File: src/rtl/lic_pkg.sv
package lic_pkg;

  // Capacity register value after reset
  localparam logic [4:0] CAP_RESET = 5'd16;

  typedef enum logic [1:0] {
    ST_IDLE,
    ST_SCAN,
    ST_DRAIN,
    ST_APPLY
  } state_t;

  // Commands from controller to datapath
  typedef struct packed {
    logic start;
    logic scan;
    logic apply;
  } cmd_t;

  // Status from datapath to controller
  typedef struct packed {
    logic scan_last;
    logic out_busy;
  } stat_t;

endpackage

File: src/rtl/lru_id_cache_policy.sv
// Channel   Handshake                 Payload
// config    cfg_we                    cfg_wdata (capacity)
// request   in_valid / in_stall       func, ident
// result    out_valid / out_stall     hit, slot, evicted, victim, occupancy
//
// An access reads the tag RAM one slot per cycle through its single registered
// read port, then passes through a drain and an apply state. A clear goes
// straight to apply. in_stall is high from acceptance until the return to idle.
// Synchronous reset empties the store and sets capacity to 16.
// A pending result in the output register stalls only the apply cycle.
module lru_id_cache_policy #(
  parameter int ENTRIES = 16,
  parameter int ID_BITS = 16
) (
  input  logic        clk,
  input  logic        rst,
  input  logic        cfg_we,
  input  logic [4:0]  cfg_wdata,
  input  logic        in_valid,
  output logic        in_stall,
  input  logic        func,
  input  logic [15:0] ident,
  output logic        out_valid,
  input  logic        out_stall,
  output logic        hit,
  output logic [3:0]  slot,
  output logic        evicted,
  output logic [15:0] victim,
  output logic [4:0]  occupancy
);

  import lic_pkg::*;

  cmd_t  cmd;
  stat_t stat;

  lic_ctrl u_ctrl (
    .clk     (clk),
    .rst     (rst),
    .in_valid(in_valid),
    .func    (func),
    .stat    (stat),
    .cmd     (cmd),
    .in_stall(in_stall)
  );

  lic_dp #(
    .ENTRIES(ENTRIES),
    .ID_BITS(ID_BITS)
  ) u_dp (
    .clk      (clk),
    .rst      (rst),
    .cfg_we   (cfg_we),
    .cfg_wdata(cfg_wdata),
    .func     (func),
    .ident    (ident),
    .cmd      (cmd),
    .stat     (stat),
    .out_stall(out_stall),
    .out_valid(out_valid),
    .hit      (hit),
    .slot     (slot),
    .evicted  (evicted),
    .victim   (victim),
    .occupancy(occupancy)
  );

endmodule

File: src/rtl/lic_ram.sv
module lic_ram #(
  parameter int WIDTH = 16,
  parameter int DEPTH = 16
) (
  input  logic                     clk,
  input  logic                     we,
  input  logic [$clog2(DEPTH)-1:0] waddr,
  input  logic [WIDTH-1:0]         wdata,
  input  logic                     re,
  input  logic [$clog2(DEPTH)-1:0] raddr,
  output logic [WIDTH-1:0]         rdata
);

  logic [WIDTH-1:0] mem [DEPTH];

  // Write port and registered read port
  always_ff @(posedge clk) begin
    if (we) begin
      mem[waddr] <= wdata;
    end
    if (re) begin
      rdata <= mem[raddr];
    end
  end

endmodule

File: src/rtl/lic_ctrl.sv
module lic_ctrl (
  input  logic          clk,
  input  logic          rst,
  input  logic          in_valid,
  input  logic          func,
  input  lic_pkg::stat_t stat,
  output lic_pkg::cmd_t  cmd,
  output logic          in_stall
);

  import lic_pkg::*;

  state_t state;
  state_t state_next;

  // Advance state
  always_ff @(posedge clk) begin
    if (rst) begin
      state <= ST_IDLE;
    end else begin
      state <= state_next;
    end
  end

  // Pick next state
  always_comb begin
    state_next = state;
    unique case (state)
      ST_IDLE: begin
        if (in_valid) begin
          state_next = func ? ST_APPLY : ST_SCAN;
        end
      end
      ST_SCAN: begin
        if (stat.scan_last) begin
          state_next = ST_DRAIN;
        end
      end
      ST_DRAIN: begin
        state_next = ST_APPLY;
      end
      ST_APPLY: begin
        if (!stat.out_busy) begin
          state_next = ST_IDLE;
        end
      end
      default: begin
        state_next = ST_IDLE;
      end
    endcase
  end

  // Drive commands
  always_comb begin
    cmd      = '0;
    in_stall = 1'b1;
    unique case (state)
      ST_IDLE: begin
        in_stall  = 1'b0;
        cmd.start = in_valid;
      end
      ST_SCAN: begin
        cmd.scan = 1'b1;
      end
      ST_DRAIN: begin
        cmd = '0;
      end
      ST_APPLY: begin
        cmd.apply = !stat.out_busy;
      end
      default: begin
        cmd = '0;
      end
    endcase
  end

endmodule

File: src/rtl/lic_dp.sv
module lic_dp #(
  parameter int ENTRIES = 16,
  parameter int ID_BITS = 16
) (
  input  logic           clk,
  input  logic           rst,
  input  logic           cfg_we,
  input  logic [4:0]     cfg_wdata,
  input  logic           func,
  input  logic [15:0]    ident,
  input  lic_pkg::cmd_t  cmd,
  output lic_pkg::stat_t stat,
  input  logic           out_stall,
  output logic           out_valid,
  output logic           hit,
  output logic [3:0]     slot,
  output logic           evicted,
  output logic [15:0]    victim,
  output logic [4:0]     occupancy
);

  import lic_pkg::*;

  localparam int IDX_W = $clog2(ENTRIES);
  localparam int CNT_W = $clog2(ENTRIES + 1);
  localparam int IN_W  = (ID_BITS < 16) ? ID_BITS : 16;

  logic [4:0]         capacity;
  logic [CNT_W-1:0]   eff_cap;
  logic [ID_BITS-1:0] id_reg;
  logic               op_clear;
  logic [IDX_W-1:0]   addr;
  logic               rd_vld;
  logic [IDX_W-1:0]   rd_idx;
  logic [ID_BITS-1:0] rd_tag;
  logic               found;
  logic [IDX_W-1:0]   fidx;
  logic [IDX_W-1:0]   frank;
  logic               have_empty;
  logic [IDX_W-1:0]   eidx;
  logic [IDX_W-1:0]   oidx;
  logic [ID_BITS-1:0] vtag;
  logic [ENTRIES-1:0] valid;
  logic [IDX_W-1:0]   rank [ENTRIES];
  logic [CNT_W-1:0]   count;
  logic [IDX_W-1:0]   count_m1;
  logic               evict;
  logic [IDX_W-1:0]   target;
  logic [CNT_W-1:0]   count_next;
  logic               ram_we;
  logic               rd_valid_bit;
  logic [IDX_W-1:0]   rd_rank;

  // Clamp capacity to the store size, at least one
  always_comb begin
    if (capacity == '0) begin
      eff_cap = CNT_W'(1);
    end else if (32'(capacity) > 32'(ENTRIES)) begin
      eff_cap = CNT_W'(ENTRIES);
    end else begin
      eff_cap = CNT_W'(capacity);
    end
  end

  assign count_m1     = IDX_W'(count - CNT_W'(1));
  assign rd_valid_bit = valid[rd_idx];
  assign rd_rank      = rank[rd_idx];

  // Miss handling: evict the oldest entry when full, else take the lowest free slot
  assign evict      = (count >= eff_cap) && (count != '0);
  assign target     = evict ? oidx : eidx;
  assign count_next = op_clear ? '0 : ((found || evict) ? count : count + CNT_W'(1));
  assign ram_we     = cmd.apply && !op_clear && !found;

  assign stat.scan_last = (32'(addr) == ENTRIES - 1);
  assign stat.out_busy  = out_valid && out_stall;

  lic_ram #(
    .WIDTH(ID_BITS),
    .DEPTH(ENTRIES)
  ) u_tags (
    .clk  (clk),
    .we   (ram_we),
    .waddr(target),
    .wdata(id_reg),
    .re   (cmd.scan),
    .raddr(addr),
    .rdata(rd_tag)
  );

  // Capacity register
  always_ff @(posedge clk) begin
    if (rst) begin
      capacity <= CAP_RESET;
    end else if (cfg_we) begin
      capacity <= cfg_wdata;
    end
  end

  // Latch request and step the scan address
  always_ff @(posedge clk) begin
    if (rst) begin
      rd_vld <= 1'b0;
    end else begin
      rd_vld <= cmd.scan;
    end
    if (cmd.start) begin
      id_reg   <= ID_BITS'(ident[IN_W-1:0]);
      op_clear <= func;
      addr     <= '0;
    end else if (cmd.scan) begin
      addr <= addr + IDX_W'(1);
    end
    rd_idx <= addr;
  end

  // Collect hit, free slot and oldest entry as tags stream out of the RAM
  always_ff @(posedge clk) begin
    if (cmd.start) begin
      found      <= 1'b0;
      have_empty <= 1'b0;
      fidx       <= '0;
      frank      <= '0;
      eidx       <= '0;
      oidx       <= '0;
      vtag       <= '0;
    end else if (rd_vld) begin
      if (rd_valid_bit && rd_tag == id_reg && !found) begin
        found <= 1'b1;
        fidx  <= rd_idx;
        frank <= rd_rank;
      end
      if (!rd_valid_bit && !have_empty) begin
        have_empty <= 1'b1;
        eidx       <= rd_idx;
      end
      if (rd_valid_bit && rd_rank == count_m1) begin
        oidx <= rd_idx;
        vtag <= rd_tag;
      end
    end
  end

  // Update valid bits, ranks and count on apply
  always_ff @(posedge clk) begin
    if (rst) begin
      valid <= '0;
      count <= '0;
      for (int k = 0; k < ENTRIES; k++) begin
        rank[k] <= '0;
      end
    end else if (cmd.apply) begin
      count <= count_next;
      if (op_clear) begin
        valid <= '0;
        for (int k = 0; k < ENTRIES; k++) begin
          rank[k] <= '0;
        end
      end else if (found) begin
        for (int k = 0; k < ENTRIES; k++) begin
          if (valid[k] && IDX_W'(k) != fidx && rank[k] < frank) begin
            rank[k] <= rank[k] + IDX_W'(1);
          end
        end
        rank[fidx] <= '0;
      end else begin
        for (int k = 0; k < ENTRIES; k++) begin
          if (valid[k] && IDX_W'(k) != target) begin
            rank[k] <= rank[k] + IDX_W'(1);
          end
        end
        rank[target]  <= '0;
        valid[target] <= 1'b1;
      end
    end
  end

  // Output register: load on apply, drop once taken
  always_ff @(posedge clk) begin
    if (rst) begin
      out_valid <= 1'b0;
    end else if (cmd.apply) begin
      out_valid <= 1'b1;
    end else if (!out_stall) begin
      out_valid <= 1'b0;
    end
    if (cmd.apply) begin
      occupancy <= 5'(count_next);
      if (op_clear) begin
        hit     <= 1'b0;
        slot    <= '0;
        evicted <= 1'b0;
        victim  <= '0;
      end else if (found) begin
        hit     <= 1'b1;
        slot    <= 4'(fidx);
        evicted <= 1'b0;
        victim  <= '0;
      end else begin
        hit     <= 1'b0;
        slot    <= 4'(target);
        evicted <= evict;
        victim  <= evict ? 16'(vtag) : 16'd0;
      end
    end
  end

endmodule

File: config.mk
export PLATFORM = sky130hd
export DESIGN_NAME = lru_id_cache_policy
export DESIGN_NICKNAME = d
export VERILOG_FILES = /design/src/rtl/lic_pkg.sv /design/src/rtl/lru_id_cache_policy.sv /design/src/rtl/lic_ram.sv /design/src/rtl/lic_ctrl.sv /design/src/rtl/lic_dp.sv
export SDC_FILE = /design/constraint.sdc
export NUM_CORES = 1
export LEC_CHECK = 0
export BUFFER_PORTS_ARGS = -buffer_cell sky130_fd_sc_hd__clkbuf_2
export CORE_UTILIZATION = 67
export DETAILED_ROUTE_END_ITERATION = 8
export PLACE_DENSITY = 0.83
export SETUP_SLACK_MARGIN = 0.5
export SLEW_MARGIN = 20
export SYNTH_ARGS = -nofsm -noshare
export SYNTH_HDL_FRONTEND = slang
export SYNTH_SLANG_ARGS = --single-unit
File: constraint.sdc
create_clock -name clk -period 8 [get_ports clk]
set_input_delay 2 -clock clk [delete_from_list [all_inputs] [get_ports clk]]
set_output_delay 2 -clock clk [all_outputs]
set_load 0.01 [all_outputs]
* Yosys cells after proc, flatten, opt, wreduce, memory -nomap -nowiden
Memory sizes are Yosys's and may differ from the RTL's. A register that Yosys moved wholly into a read port is not among the register bits. Index checks and enable logic that the tools add are counted. Widths: inputs -> output; s select.
Word-level totals: memory bits (writable) 320, bits in registers 116, memories kept 2
Cells by class: $add $sub $neg 19, magnitude comparators 21, bitwise operators 50, reductions and logical operators 76, eq/ne operators 41, multiplexer cells 284
Memory list:
- u_dp.u_tags.mem | depth 16, bits a word 16, rd ports 1, clocked after Yosys merged registers in 1, wr ports 1, line lic_ram.sv:14 | logic [WIDTH-1:0] mem [DEPTH];
- u_dp.rank | depth 16, bits a word 4, rd ports 17, clocked after Yosys merged registers in 1, wr ports 17, line lic_dp.sv:44 | logic [IDX_W-1:0] rank [ENTRIES];
Operator list (count):
- $mux 1 | 219
- $mux 4 | 52
- $add 4x1->4 const B | 17
- $lt 4x4->1 | 16
- $ne 4x4->1 const A | 16
- $logic_and 1x1->1 | 57
- $or 1x1->1 | 48
- $mux 16 | 2
- $ne 3x4->1 const A | 8
- $mux 5 | 4
- $eq 16x16->1 | 1
- $ne 2x4->1 const A | 4
- $or 16x16->16 | 1
- $lt 4x5->1 const B | 2
- $mux 2 | 4
- $ne 1x4->1 const A | 2
- $pmux 2 s4 | 1
- $reduce_and 2->1 | 4
- $reduce_bool 4->1 | 2
- $ne 2x2->1 const B | 3
- $add 5x1->5 const B | 1
- $ge 5x5->1 | 1
- $gt 5x5->1 const B | 1
- $logic_not 1->1 | 5
- other kinds (18) | 20

* Longest topological paths before layout
word-level depth 15, depth in mapped cells 13

* Cells and area by module
From an unflattened synthesis, not the netlist that was laid out.
Unflattened totals: cell total of the unflattened synthesis 1567, area, all modules 20965.1 um2
Modules (own cells, without submodules):
- lic_dp | cells each 1112, area an instance 10548.9 um2, times used 1
- lic_ram | cells each 432, area an instance 10202.3 um2, times used 1
- lic_ctrl | cells each 23, area an instance 214.0 um2, times used 1

* Least setup slack after synthesis
Ideal clock, no wire load.
kind input to register, start point in out_stall, end point mem u_dp.rank[5][2] (netlist bit), setup time 0.074 ns, slack 3.473 ns, arrival 4.452 ns, stages 10, path through a21bo_2 > clkbuf_1 > inv_1 > and2_1 > clkbuf_1 > nand4b_1 > a21oi_1 > a41oi_1 > or3b_2 > a31oi_1
RTL lines:
- start: declaration | line lru_id_cache_policy.sv:24 | input logic out_stall,
- end: declaration | line lic_dp.sv:44

* Worst setup path in the final report
start point reg u_dp.count[0], end point mem u_dp.u_tags.mem[15][12] (enable)
On the way: longest elaborated chain between the ends 3
Ends and longest elaborated chain:
- start: declaration | line lic_dp.sv:45 | logic [CNT_W-1:0] count;
- start signal: assignment | line lic_dp.sv:153 | count <= count_next;
- $ge 5x5->1 / $reduce_bool 5->1 (equally long branches) | line lic_dp.sv:70 | assign evict = (count >= eff_cap) && (count != '0);
- $logic_and 1x1->1 * | line lic_dp.sv:70
- $mux 4 * | line lic_dp.sv:71 | assign target = evict ? oidx : eidx;
- end: declaration | line lic_ram.sv:14
Every way passes the cells marked *; elsewhere a longest branch is shown, timed or not.

==> results.cfg <==
[cells_and_area]
multiInputGateArea_mm2 = 0.008054
fin_util = 0.7642
stdcell_count = 1968
top_register = u_dp.u_tags.mem
syn_to_final_growth_pct = 11.07
num_antenna_cells = 0
fillers = 1662
seqCellArea_mm2 = 0.01222
drive_gt1_frac = 0.1831
largestRegisters = u_dp.u_tags.mem (256), u_dp.rank (64)
final_nets = 1646
largest_reg_flops = 256

[power_and_ir_drop]
power_mw = 6.131
switchingPower_mw = 1.676
netSwitchingFraction = 0.2733
pwr-share-seq = 0.480
ir_drop_mv = 0.2270
internal_power_mw = 4.455
p_comb_frac = 0.160
powerDensity_mw_per_mm2 = 267.8
clkPwrFrac = 0.360
cellLeakagePower_nw = 7.920

[clocking]
post_cts_resized = 0
numCtsBuffers = 45
htreeDepth = 2
tritoncts = done
ctsHoldBuffers = 0
cts_setup_buffers = 0
cts_root_buffer = clkbuf_16
clk_pin_slew_worst_paths_ns = 0.06
clkSinkCount = 452
clock_latency_ns = 0.59
max-clock-path-buffers = 3

[synthesis]
yosys.cell_types.count = 68
yosys_warnings = 0
syn_nets = 1590
async_reset_ff_frac = 0
synth_area_leader_cell = edfxtp_1
avgSynthCellArea_um2 = 13.88
synth-edff-count = 316
synth_top_cell_area_share = 0.4604
netlist_instances = 1485
syn_area_mm2 = 0.02061
ys_seq_area_frac = 0.5925
synth_seq_cells = 452
synth_ff_type = edfxtp_1
ys_top_cells_by_area = edfxtp_1, dfxtp_1, mux4_2, ha_1, mux2i_1

[global_routing]
grtUsageTotal = 0.3470
antenna_found_initial = 0
grt_pass1_vias = 13480
grt_overflow = 0
grt_max_degree = 69
grt_pass1_wl_mm = 79.86

[worst_setup_path]
cp_slowest_stage_delay_ns = 1.02
timing.critical_path.from = u_dp.count[0]$_SDFFE_PP0P_
crit_type = reg2reg
path_cells = inv_1 > ha_1 > nor2b_1 > o21ai_1 > a21o_1 > a21oi_1 > nand2b_1 > nor2_2
timing.rr.end = u_dp.u_tags.mem[15][12]$_DFFE_PP_
critPathSlowestCell = nor2_2
worst-path-max-fanout = 24
endpoint = u_dp.u_tags.mem[15][12]$_DFFE_PP_
r2r-start = u_dp.count[0]$_SDFFE_PP0P_
r2r_cells = 8
cp-start-kind = flip-flop
crit_arrival_ns = 4.66
r2r_setup_slack_ns = 3.51
worstPathRequired_ns = 8.17
worstSetupEndpointType = flip-flop

[drt]
routed_wl_mm = 53.69
drc = 0
met2_length_mm = 25.13
wirelength_met1_mm = 19.75
first_pass_iters = 8
drt-vias-per-instance = 7.116
drt-wirelength-per-cell_um = 27.28
via_count = 14000
dr.first_iter.drc_count = 2253
highest_layer = met4
ant_nets = 0
wl_met3_mm = 6.450

[sta]
worstMarginPinSlew_ns = 1.249
finalCritPeriodShare = 0.5617
skew_ns = 0.03904
setup_viol = 0
drv_slew = 0
layout_min_cycle_time_ns = 4.493
rsz0062_at_grt = no
timing.setup.tns_ns = 0
slew_headroom = 0.1667
timing.fmax_ghz = 0.2226
hold_violations = 0

[run_status]
status = completed

[floorplan]
rows = 63
die_height_um = 177.4
die-area_mm2 = 0.03147
die_w_um = 177.4
start_util = 0.6881
io_pins = 56
coreArea_mm2 = 0.02995

[worst_hold_path]
hp-class = reg2reg

[place]
place_congestion = 0.9769
placed_cells = 1884
io_buffer_count = 55
dp_hpwl_mm = 31.48

[flow_run]
maxCapViolCount = 0
[kinds of logic (layout without fill, tap and decap cells)]
group           count (synthesis)  count (layout)  share of synthesized area
flops                         452             452                     0.5925
simple gates                  400             400                    0.09829
compound gates                228             228                    0.07346
mux                           185             185                     0.1503
buf+inv                       103             196                    0.02155
fa+ha+maj                      78              78                    0.04735
xor+xnor                       39              39                    0.01657
[per-layer routing]
layer / track usage / vias to the layer above
met1: 0.4556 / 6827
met2: 0.5542 / 1068
met4: 0.1407 / 0
met5: 0 / -
li1: - / 5858
met3: 0.08933 / 251
[worst min path at each step]
stage	depth (start not counted)	end	slack, ns	start
after floorplan	0	u_dp.rd_idx[2]$_DFF_P_	0.33	u_dp.addr[2]$_SDFFE_PP0P_
after global placement	2	u_dp.have_empty$_SDFFE_PP0P_	0.44	u_dp.have_empty$_SDFFE_PP0P_
after detailed placement	2	u_dp.have_empty$_SDFFE_PP0P_	0.47	u_dp.have_empty$_SDFFE_PP0P_
after CTS	2	u_dp.have_empty$_SDFFE_PP0P_	0.48	u_dp.have_empty$_SDFFE_PP0P_
after global routing	2	u_dp.have_empty$_SDFFE_PP0P_	0.51	u_dp.have_empty$_SDFFE_PP0P_
final	2	u_dp.have_empty$_SDFFE_PP0P_	0.49	u_dp.have_empty$_SDFFE_PP0P_
[synthesized netlist by cell type (6+ instances only)]
library cell and number:
nand4b_1 9, or3_1 8, nand2b_1 28, nand3b_1 7
a22oi_1 9, nor2b_1 29, clkbuf_1 46, mux4_1 7
a211oi_1 11, mux2i_1 84, o31ai_1 6, nor3_1 17
xor2_1 11, or4_1 7, buf_1 11, nand2_1 70
dfxtp_1 136, edfxtp_1 316, xnor2_1 28, a31oi_1 9
o21a_1 12, a311oi_1 6, buf_2 9, nand4_1 25
and2_1 23, a21o_1 24, inv_1 32, o21ai_0 35
a21oi_1 67, mux4_2 89, nand3_1 46, o22ai_1 9
a31o_2 6, nor2_1 114, ha_1 78
[power groups by stage]
stage / sequential [mW] / clock (mW) / combinational, mW
6_report: 2.94 / 2.20 / 0.981
5_1_grt: 2.96 / 2.29 / 1.03
4_1_cts: 2.94 / 2.22 / 0.971
3_5_place_dp: 2.98 / 0 / 0.936
3_3_place_gp: 2.96 / 0 / 0.913
2_1_floorplan: 2.85 / 0 / 0.754
[cell usage in the layout (no fill, tap or decap), types with 7 or more instances in the layout]
master / Yosys / routed
nor3_1: 17 / 17
mux4_1: 7 / 7
mux4_2: 89 / 89
ha_1: 78 / 78
o21ai_0: 35 / 35
nor2_1: 114 / 98
o21a_1: 12 / 12
clkinv_2: 0 / 11
nand2_1: 70 / 70
xnor2_1: 28 / 28
nand3_1: 46 / 46
nor2b_1: 29 / 29
dfxtp_1: 136 / 133
nand4_1: 25 / 25
nor2_2: 0 / 10
edfxtp_1: 316 / 316
nand3b_1: 7 / 7
nand4b_1: 9 / 9
mux2i_1: 84 / 82
clkbuf_16: 0 / 46
a21o_1: 24 / 24
buf_4: 0 / 25
or4_1: 7 / 7
nand2b_1: 28 / 28
inv_1: 32 / 32
and2_1: 23 / 22
xor2_1: 11 / 11
a21oi_1: 67 / 65
or3_1: 8 / 8
clkbuf_2: 0 / 55
a211oi_1: 11 / 11
o22ai_1: 9 / 9
a31oi_1: 9 / 9
a22oi_1: 9 / 9
[through the flow]
stage               area [um2]  hold WS (ns)  setup WS (ns)
detailed placement       21300        0.4680          3.543
global placement         21300        0.4406          3.603
floorplan                20610        0.3290          3.473
global route             22890        0.5087          3.409
finish                   22890        0.4886          3.507
CTS                      22850        0.4843          3.668
[cell type report]
class                   instances  area share
clock buffers                  54     0.05247
clock inverters                30     0.01514
inverters                      32    0.005247
multi-input cells             930      0.3518
flip-flops and latches        452      0.5338
well taps                     390     0.02132
repair buffers                 80     0.02022
[critical path, delay by kind of cell (launching register included)]
family / cells / cell delay, ns
compound gates: 3 / 1.66
simple gates: 3 / 1.46
fa+ha+maj: 1 / 0.31
buf+inv: 1 / 0.17
flops: 1 / 0.47
No activity file was read; power rests on OpenSTA's default activity.
